[src/rtl/lru2_pkg.sv]
// Package: request codes, register map and controller states for the LRU-2 victim selector.
`timescale 1ns / 1ps
`default_nettype none

package lru2_pkg;

    typedef enum logic [1:0] {
        REQ_ACCESS = 2'd0,
        REQ_RESET  = 2'd1,
        REQ_SELECT = 2'd2,
        REQ_NONE   = 2'd3
    } req_t;

    typedef enum logic [1:0] {
        ST_IDLE,
        ST_ACC,
        ST_SCAN
    } state_t;

    localparam int          TIME_W        = 64;
    localparam int          FIU_W         = 5;
    localparam int          MASK_W        = 16;
    localparam int          VIDX_W        = 4;
    localparam int          PADDR_W       = 3;
    localparam logic [FIU_W-1:0] FIU_RESET = 5'd16;
    localparam logic        REG_FIU_SEL   = 1'b0;

endpackage

`default_nettype wire

[src/rtl/lru2_ram.sv]
// Generic single-port-write, single-port-read RAM with registered read data.
`timescale 1ns / 1ps
`default_nettype none

module lru2_ram #(
    parameter int WIDTH = 128,
    parameter int DEPTH = 16
) (
    input  wire logic                     clk,
    input  wire logic                     we,
    input  wire logic [$clog2(DEPTH)-1:0] waddr,
    input  wire logic [WIDTH-1:0]         wdata,
    input  wire logic [$clog2(DEPTH)-1:0] raddr,
    output logic      [WIDTH-1:0]         rdata
);

    logic [WIDTH-1:0] mem_reg [DEPTH];

    always_ff @(posedge clk)
    begin
        if (we)
        begin
            mem_reg[waddr] <= wdata;
        end
        rdata <= mem_reg[raddr];
    end

endmodule

`default_nettype wire

[src/rtl/lru2_victim_select.sv]
// Top level: LRU-2 victim selector with frame history held in one synchronous RAM.
// Access: RAM read of the frame entry, then its read-modify-write in ST_ACC.
// History reset: clears the frame's valid bit.
// Select: scans the first min(frames_in_use, NUM_FRAMES) frames; no new item is taken until the result is registered.
// Results leave through an output register; a new item is taken while one waits there.
// Reset (rst_n low, async): all frames read as never accessed, clock zero, frames_in_use 16.
`timescale 1ns / 1ps
`default_nettype none

module lru2_victim_select
    import lru2_pkg::*;
#(
    parameter int NUM_FRAMES = 16
) (
    input  wire logic               clk,
    input  wire logic               rst_n,
    input  wire logic               s_tvalid,
    output logic                    s_tready,
    input  wire logic [23:0]        s_tdata,   // frame_index[3:0], pinned_mask[19:4], zero
    input  wire logic [1:0]         s_tuser,   // req_type[1:0]
    output logic                    m_tvalid,
    input  wire logic               m_tready,
    output logic [7:0]              m_tdata,   // victim_index[3:0], zero
    output logic                    m_tuser,   // victim_found
    input  wire logic               psel,
    input  wire logic               penable,
    input  wire logic               pwrite,
    input  wire logic [PADDR_W-1:0] paddr,
    input  wire logic [31:0]        pwdata,
    output logic [31:0]             prdata,
    output logic                    pready
);

    localparam int IDX_W = $clog2(NUM_FRAMES);
    localparam int CNT_W = $clog2(NUM_FRAMES + 1);
    localparam int CMP_W = (CNT_W > FIU_W) ? CNT_W : FIU_W;
    localparam int ENT_W = 2 * TIME_W;

    state_t state_reg, state_next;

    logic [FIU_W-1:0]      fiu_reg;
    logic [TIME_W-1:0]     clock_reg;
    logic [NUM_FRAMES-1:0] vld_reg;
    logic [IDX_W-1:0]      acc_idx_reg;
    logic [MASK_W-1:0]     mask_reg;
    logic [CNT_W-1:0]      cnt_reg;
    logic [CNT_W-1:0]      limit_reg;
    logic                  eval_vld_reg;
    logic [IDX_W-1:0]      eval_idx_reg;
    logic                  have_single_reg;
    logic [IDX_W-1:0]      single_idx_reg;
    logic [TIME_W-1:0]     single_time_reg;
    logic                  have_double_reg;
    logic [IDX_W-1:0]      double_idx_reg;
    logic [TIME_W-1:0]     double_time_reg;
    logic                  m_tvalid_reg;
    logic                  m_found_reg;
    logic [VIDX_W-1:0]     m_idx_reg;

    logic                  in_acc;
    logic                  cfg_wr;
    req_t                  req;
    logic [CMP_W-1:0]      fidx_ext;
    logic                  in_range;
    logic [CMP_W-1:0]      fiu_ext;
    logic [CNT_W-1:0]      limit_calc;
    logic                  issue;
    logic                  scan_done;
    logic                  out_free;
    logic                  ram_we;
    logic [IDX_W-1:0]      ram_raddr;
    logic [ENT_W-1:0]      ram_wdata;
    logic [ENT_W-1:0]      ram_rdata;
    logic [TIME_W-1:0]     rd_newest;
    logic [TIME_W-1:0]     rd_older;
    logic [NUM_FRAMES-1:0] pin_vec;
    logic                  eval_pinned;
    logic                  take_single;
    logic                  take_double;
    logic                  res_found;
    logic [IDX_W-1:0]      res_idx;
    logic [CMP_W-1:0]      res_idx_ext;

    assign req       = req_t'(s_tuser);
    assign fidx_ext  = CMP_W'(s_tdata[3:0]);
    assign in_range  = fidx_ext < CMP_W'(NUM_FRAMES);
    assign fiu_ext   = CMP_W'(fiu_reg);
    assign limit_calc = (fiu_ext > CMP_W'(NUM_FRAMES)) ? CNT_W'(NUM_FRAMES) : CNT_W'(fiu_ext);
    assign in_acc    = s_tvalid && s_tready;
    assign cfg_wr    = psel && penable && pwrite && pready && (paddr[2] == REG_FIU_SEL);
    assign issue     = (state_reg == ST_SCAN) && (cnt_reg < limit_reg);
    assign scan_done = (state_reg == ST_SCAN) && (cnt_reg == limit_reg) && !eval_vld_reg;
    assign out_free  = !m_tvalid_reg || m_tready;

    genvar g;
    generate
        for (g = 0; g < NUM_FRAMES; g++)
        begin : g_pin
            if (g < MASK_W)
            begin : g_in
                assign pin_vec[g] = mask_reg[g];
            end
            else
            begin : g_out
                assign pin_vec[g] = 1'b0;
            end
        end
    endgenerate

    assign rd_newest   = vld_reg[eval_idx_reg] ? ram_rdata[ENT_W-1:TIME_W] : '0;
    assign rd_older    = vld_reg[eval_idx_reg] ? ram_rdata[TIME_W-1:0] : '0;
    assign eval_pinned = pin_vec[eval_idx_reg];
    assign take_single = eval_vld_reg && !eval_pinned && (rd_older == '0)
                         && (!have_single_reg || (rd_newest < single_time_reg));
    assign take_double = eval_vld_reg && !eval_pinned && (rd_older != '0)
                         && (!have_double_reg || (rd_older < double_time_reg));

    assign res_found   = have_single_reg || have_double_reg;
    assign res_idx     = have_single_reg ? single_idx_reg :
                         (have_double_reg ? double_idx_reg : '0);
    assign res_idx_ext = CMP_W'(res_idx);

    always_comb
    begin
        state_next = state_reg;
        s_tready   = 1'b0;
        ram_raddr  = fidx_ext[IDX_W-1:0];
        ram_we     = 1'b0;
        case (state_reg)
            ST_IDLE:
            begin
                s_tready = 1'b1;
                if (s_tvalid)
                begin
                    if (req == REQ_ACCESS && in_range)
                    begin
                        state_next = ST_ACC;
                    end
                    else if (req == REQ_SELECT)
                    begin
                        state_next = ST_SCAN;
                    end
                end
            end
            ST_ACC:
            begin
                ram_we     = 1'b1;
                state_next = ST_IDLE;
            end
            ST_SCAN:
            begin
                ram_raddr = cnt_reg[IDX_W-1:0];
                if (scan_done && out_free)
                begin
                    state_next = ST_IDLE;
                end
            end
            default:
            begin
                state_next = ST_IDLE;
            end
        endcase
    end

    assign ram_wdata = {clock_reg + TIME_W'(1),
                        vld_reg[acc_idx_reg] ? ram_rdata[ENT_W-1:TIME_W] : TIME_W'(0)};

    lru2_ram #(
        .WIDTH (ENT_W),
        .DEPTH (NUM_FRAMES)
    ) u_ram (
        .clk   (clk),
        .we    (ram_we),
        .waddr (acc_idx_reg),
        .wdata (ram_wdata),
        .raddr (ram_raddr),
        .rdata (ram_rdata)
    );

    always_ff @(posedge clk or negedge rst_n)
    begin
        if (!rst_n)
        begin
            state_reg <= ST_IDLE;
        end
        else
        begin
            state_reg <= state_next;
        end
    end

    always_ff @(posedge clk or negedge rst_n)
    begin
        if (!rst_n)
        begin
            fiu_reg         <= FIU_RESET;
            clock_reg       <= '0;
            vld_reg         <= '0;
            eval_vld_reg    <= 1'b0;
            have_single_reg <= 1'b0;
            have_double_reg <= 1'b0;
            m_tvalid_reg    <= 1'b0;
            cnt_reg         <= '0;
            limit_reg       <= '0;
        end
        else
        begin
            if (cfg_wr)
            begin
                fiu_reg <= pwdata[FIU_W-1:0];
            end
            if (in_acc && req == REQ_RESET && in_range)
            begin
                vld_reg[fidx_ext[IDX_W-1:0]] <= 1'b0;
            end
            if (ram_we)
            begin
                vld_reg[acc_idx_reg] <= 1'b1;
                clock_reg            <= clock_reg + TIME_W'(1);
            end
            if (in_acc && req == REQ_SELECT)
            begin
                cnt_reg         <= '0;
                limit_reg       <= limit_calc;
                have_single_reg <= 1'b0;
                have_double_reg <= 1'b0;
            end
            else
            begin
                if (issue)
                begin
                    cnt_reg <= cnt_reg + CNT_W'(1);
                end
                if (take_single)
                begin
                    have_single_reg <= 1'b1;
                end
                if (take_double)
                begin
                    have_double_reg <= 1'b1;
                end
            end
            eval_vld_reg <= issue;
            if (scan_done && out_free)
            begin
                m_tvalid_reg <= 1'b1;
            end
            else if (m_tready)
            begin
                m_tvalid_reg <= 1'b0;
            end
        end
    end

    always_ff @(posedge clk)
    begin
        if (in_acc)
        begin
            acc_idx_reg <= fidx_ext[IDX_W-1:0];
            mask_reg    <= s_tdata[19:4];
        end
        eval_idx_reg <= cnt_reg[IDX_W-1:0];
        if (take_single)
        begin
            single_idx_reg  <= eval_idx_reg;
            single_time_reg <= rd_newest;
        end
        if (take_double)
        begin
            double_idx_reg  <= eval_idx_reg;
            double_time_reg <= rd_older;
        end
        if (scan_done && out_free)
        begin
            m_found_reg <= res_found;
            m_idx_reg   <= res_idx_ext[VIDX_W-1:0];
        end
    end

    assign m_tvalid = m_tvalid_reg;
    assign m_tuser  = m_found_reg;
    assign m_tdata  = {4'b0000, m_idx_reg};
    assign pready   = 1'b1;
    assign prdata   = (paddr[2] == REG_FIU_SEL) ? 32'(fiu_reg) : 32'h0;

endmodule

`default_nettype wire

[config.mk]
export PLATFORM = sky130hd
export DESIGN_NAME = lru2_victim_select
export DESIGN_NICKNAME = d
export VERILOG_FILES = /design/src/rtl/lru2_pkg.sv /design/src/rtl/lru2_ram.sv /design/src/rtl/lru2_victim_select.sv
export SDC_FILE = /design/constraint.sdc
export NUM_CORES = 2
export LEC_CHECK = 0
export BUFFER_PORTS_ARGS = -buffer_cell sky130_fd_sc_hd__buf_4
export CAP_MARGIN = 25
export CORE_MARGIN = 4
export CORE_UTILIZATION = 60
export CTS_BUF_LIST = sky130_fd_sc_hd__clkbuf_4
export DETAILED_ROUTE_END_ITERATION = 10
export PLACE_DENSITY = 0.84
export SLEW_MARGIN = 10
export SYNTH_ARGS = -nofsm -noshare
export SYNTH_HDL_FRONTEND = slang
export SYNTH_HIERARCHICAL = 1
export SYNTH_SLANG_ARGS = --single-unit
[constraint.sdc]
create_clock -name clk -period 12.3 [get_ports clk]
set_input_delay 1.845 -clock clk [delete_from_list [all_inputs] [get_ports clk]]
set_output_delay 1.845 -clock clk [all_outputs]
set_load 0.005 [all_outputs]
After elaboration in Yosys (flattened, before gate mapping)

Memory sizes are Yosys's and may differ from the RTL's. A register that Yosys moved wholly into a read port is not among the register bits.
Index checks and enable logic that the tools add are counted.

Bits in registers: 266
Output and inout port bits: 44
Word-level logic and storage cells: 118
Bits of input ports: 68
Bits in writable memories: 2048
Memories kept: 1

Equality and inequality tests: 8
Reduce and logical (&&, ||, !) cells: 37
Multiplexer cells: 37
Add/subtract/negate cells: 2
Magnitude comparators: 10
Bitwise gates (word level): 4

Memory list:

| memory        | words | bits a word | rd ports | clocked after Yosys merged registers in | wr ports | line           | RTL |
|---|---|---|---|---|---|---|---|
| u_ram.mem_reg | 16    | 128         | 1        | 1                                       | 1        | lru2_ram.sv:17 | `logic [WIDTH-1:0] mem_reg [DEPTH];` |

Operators with widths:

| cell                    | count |
|---|---|
| $mux W64                | 3 |
| $lt A64 B64 Y1          | 2 |
| $add A64 B1 Y64 const B | 1 |
| $logic_not A64 Y1       | 1 |
| $reduce_bool A64 Y1     | 1 |
| $mux W16                | 2 |
| $lt A4 B5 Y1 const B    | 4 |
| $mux W5                 | 4 |
| $logic_and A1 B1 Y1     | 19 |
| $and A16 B16 Y16        | 1 |
| $not A16 Y16            | 1 |
| $or A16 B16 Y16         | 1 |
| $mux W1                 | 15 |
| $bmux W1 S4             | 3 |
| $mux W4                 | 3 |
| $demux W1 S4            | 2 |
| $ge A4 B1 Y1 const B    | 2 |
| $mux W2                 | 4 |
| $reduce_bool A2 Y1      | 4 |
| $add A5 B1 Y5 const B   | 1 |
| $eq A5 B5 Y1            | 1 |
| $gt A5 B5 Y1 const B    | 1 |
| $logic_not A1 Y1        | 5 |
| $lt A5 B5 Y1            | 1 |
| other kinds (10)        | 16 |

Logic depth before layout (Yosys ltp)

Word-level depth: 9
Mapped depth: 14

Modules after synthesis

Netlist, hierarchy kept.

Modules (own cells, without submodules):

| module             | cells an instance | area each (um^2) | instances | seq. area each (um^2) |
|---|---|---|---|---|
| lru2_ram           | 3365              | 79331.1          | 1         | 64061.4 |
| lru2_victim_select | 1505              | 15735.1          | 1         | 7443.4 |

Worst setup path after synthesis

No wires, ideal clock.

Path type: reg-to-reg
Start point: register state_reg[1]
End point: memory u_ram.mem_reg[0][0] (enable)
Data required time: 11.528 ns
Setup time: 0.772 ns
Stages on the path, launching flop included: 7
Arrival: 10.412 ns
Buffers on the path: 2
Slack: 1.116 ns
Cell sequence: dfrtp_1 > nand2b_1 > inv_1 > clkbuf_1 > clkbuf_1 > or3b_2 > nor3_1

Cells in the longest elaborated chain, start to end: 4

RTL lines:

| item                          | line                      | RTL |
|---|---|---|
| from (decl)                   | lru2_victim_select.sv:39  | `state_t state_reg, state_next;` |
| from (signal assigned)        | lru2_victim_select.sv:188 | `state_reg <= state_next;` |
| $eq A2 B1 Y1                  | lru2_victim_select.sv:129 | `case (state_reg)` |
| $mux W1                       | lru2_victim_select.sv:129 |  |
| net ram_we                    | lru2_victim_select.sv:70  | `logic ram_we;` |
| $mux W1                       | lru2_ram.sv:21            | `if (we)` |
| $mux W1 (not written as such) | lru2_ram.sv:23            | `mem_reg[waddr] <= wdata;` |
| to (decl)                     | lru2_ram.sv:17            |  |

The timed path passes the listed nets, and every way through them passes these cells.

Worst setup path after layout

Start point: register eval_idx_reg[0]
End point: register single_time_reg[19] (enable)

Cells in the longest elaborated chain, start to end: 6
Elaborated cells between the ends (all ways): 13

RTL lines:

| item                          | line                      | RTL |
|---|---|---|
| from (decl)                   | lru2_victim_select.sv:49  | `logic [IDX_W-1:0] eval_idx_reg;` |
| from (signal assigned)        | lru2_victim_select.sv:262 | `eval_idx_reg <= cnt_reg[IDX_W-1:0];` |
| $bmux W1 S4                   | lru2_victim_select.sv:110 | `assign rd_newest = vld_reg[eval_idx_reg] ? ram_rdata[ENT_W-1:TIME_W] : '0;` |
| $mux W1 (not written as such) | lru2_victim_select.sv:110 |  |
| $mux W64                      | lru2_victim_select.sv:110 |  |
| net rd_newest[12]             | lru2_victim_select.sv:74  | `logic [TIME_W-1:0] rd_newest;` |
| $lt A64 B64 Y1                | lru2_victim_select.sv:114 | `&& (!have_single_reg \|\| (rd_newest < single_time_reg));` |
| $logic_or A1 B1 Y1            | lru2_victim_select.sv:114 |  |
| $logic_and A1 B1 Y1           | lru2_victim_select.sv:114 |  |
| net take_single               | lru2_victim_select.sv:78  | `logic take_single;` |
| to (signal assigned)          | lru2_victim_select.sv:266 | `single_time_reg <= rd_newest;` |
| to (decl)                     | lru2_victim_select.sv:52  | `logic [TIME_W-1:0] single_time_reg;` |

The timed path passes the listed nets, and every way through them passes these cells. The select of a mux whose other input is x is not followed.
A chain may end at the register's enable or synchronous reset.

==> impl_metrics.tcl <==
set metrics [dict create \
    status "finished, final reports clean" \
    fmax_ghz 0.149 \
    post_cts_resize_count 0 \
    cts_buffers 597 \
    syn_area_um2 95100 \
    finalSetupTns_ns 0 \
    wirelength_mm 220 \
    grt_usage_pct 27.0 \
    max_cap_violations 0 \
    post_route_cells_drive_above_1_share_pct 28.7 \
    p_leak_nw 34.0 \
    hold_violations 0 \
    htree_levels 6 \
    largest_reg_flops 2048 \
    cts_tree "built" \
    layout_setup_ws_ns 5.57 \
    grt_antenna_before_repair 11 \
    postCtsSetupBuffers 0 \
    synth_edf_count 2209 \
    start_kind "register" \
    synth-seq-area-share_pct 75.2 \
    synth.yosys.warnings 6 \
    start_util_pct 60.6 \
    cts_max_path_buffers 4 \
    hpwl_mm 113 \
    final_area_um2 106000 \
    finalCritPeriodShare_pct 54.7 \
    syn_avg_cell_area_um2 19.5 \
    cp.arrival_ns 7.64 \
    io_buffers 46 \
    cp_max_fo 85 \
    grt_pass1_vias 52500 \
    synth_flop_cell "edfxtp_1" \
    synthTopCellsByArea "edfxtp_1, mux4_2, dfxtp_1" \
    slowest_delay_ns 0.89 \
    root_buffer "clkbuf_4" \
    initialDrtViolationCount 6327 \
    fin_crit_ns 6.73 \
    routedWlPerCell_um 27.7 \
    globalRouteOverflowTotal 0 \
    antenna_left 0 \
    fp.dieH_um 406 \
    min_path_type "reg2reg" \
    crit_path_end_kind "register" \
    power.density_nw_per_um2 222 \
    dieArea_um2 165000 \
    rsz0062_at_grt "no" \
    async_flop_share_pct 4.14 \
    place_area_um2 97800 \
    clk_pin_slew_ns 0.07 \
    whs_ns 0.481 \
    grt_max_degree 156 \
    cp_slowest_cell "mux4_4" \
    dpl_worst_slack_ns 5.70 \
    yosys.cell_types.count 70 \
    worstPathCellList "mux4_1 > mux4_4 > buf_4 > and2_1 > ha_1 > o21ai_0 > a21oi_1 > nor4_1 > nor3_1 > nor4_1 > o221ai_1 > nor2_4 > buf_4" \
    final_common_cell "edfxtp_1" \
    synth-seq-cells 2442 \
    final_cell_mix "edfxtp_1, clkbuf_4, mux4_2" \
    grt_pass1_wl_mm 326 \
    peakVddDrop_uv 299 \
    place.gp.congestion 0.865 \
    clock_sinks 2442 \
    nNetsFinal 5610 \
    num_vias 50200 \
    die_w_um 406 \
    worstSetupPathType "reg2reg" \
    row_count 145 \
    drc_errors 0 \
    syn_inst 4870 \
    drt_pass1_iterations 6 \
    tightest_slew_ns 1.17 \
    relSlewSlack_pct 22.0 \
    yosysTopAreaCellShare_pct 69.8 \
    io_pins 112 \
    ctsHoldBuffers 0 \
    worstSkewPairLatency_ns 1.32 \
    yosysTopAreaCell "edfxtp_1" \
    fin_skew_ns 0.0889 \
    area_growth_pct 11.5 \
    finalMaxSlewViolations 0 \
    setup-violations-final 0 \
    core_um2 157000 \
    cp.required_ns 13.20 \
    drt-vias-per-instance 6.33 \
]
## cell families (layout without fill, tap and decap cells)
| kind of cell | count (synthesis) | after routing | synth area share [%] |
|---|---|---|---|
| flops | 2442 | 2442 | 75.2 |
| simple gates | 730 | 730 | 3.99 |
| mux | 581 | 581 | 12.6 |
| compound gates | 448 | 448 | 3.22 |
| buf+inv | 406 | 1372 | 2.02 |
| fa+ha+maj | 133 | 133 | 1.75 |
| xor+xnor | 128 | 128 | 1.18 |
| other cells | 2 | 47 | 0.00790 |
## synthesized netlist by cell type (9+ instances only)
cell type and count:
a211oi_1 34, a21oi_1 57, a22oi_1 219, and2_1 194, and3_1 11, buf_1 9
buf_2 59, buf_4 42, buf_6 16, clkbuf_1 124, dfrtp_1 100, dfxtp_1 132
edfxtp_1 2209, ha_1 133, inv_1 148, mux2i_1 85, mux4_2 485, nand2_1 198
nand2b_1 14, nand3_1 50, nand3b_1 11, nand4_1 43, nor2_1 118, nor2b_1 20
nor3_1 14, nor4_1 22, o211ai_1 23, o21ai_0 64, o22ai_1 21, xnor2_1 56
xor2_1 72
## final timing paths
check	startpoint	endpoint	slack, ns	cells after the start
max in group asynchronous	rst_n	clock_reg[17]	10.43	2
max reg2reg	eval_idx_reg[0]	single_time_reg[19]	5.57	13
min in group asynchronous	rst_n	limit_reg[4]	0.51	1
min reg2reg	cnt_reg[0]	eval_idx_reg[0]	0.48	0
max	eval_idx_reg[0]	single_time_reg[19]	5.57	13
min	cnt_reg[0]	eval_idx_reg[0]	0.48	0
## worst max-delay path: cells and delay by family, from the launching register on
| kind | cells | cell delay, ns |
|---|---|---|
| buffers and inverters | 2 | 1.14 |
| AOI/OAI and AO/OA | 3 | 0.70 |
| muxes | 2 | 1.54 |
| and+or+nand+nor | 5 | 1.77 |
| adders and majority gates | 1 | 0.32 |
| DFF | 1 | 0.72 |
## report_power, final
group          switching [mW]  leakage [nW]  internal (mW)
Clock                    3.08          4.67           3.66
Combinational            3.72          9.00           2.39
Sequential              0.522          20.3           10.2
## per-layer routing
layer  GRT usage [%]  up-vias  wire length [µm]
met3            7.56      527             26100
met4            10.9        6              7660
li1                -    21000                 -
met5               0        -                35
met2            42.9     3270            108000
met1            35.9    25500             78000
## metrics by stage
step	cells	total power, mW	util (%)
final	7939	23.5	67.5
after global routing	7934	24.7	67.5
after CTS	7885	23.6	67.2
after detailed placement	6829	16.8	62.3
after global placement	6822	16.6	62.3
after floorplan	4900	15.0	-
## cell type report
cell class,count,area (µm²)
fill,9281,51000
multi-input combinational,2052,22000
timing repair buffer,167,1530
clock inverter,119,723
inverter,149,559
antenna,15,37.5
sequential,2442,71500
tap,2058,2570
clock buffer,937,7030
No activity file was read; power rests on OpenSTA's default activity.
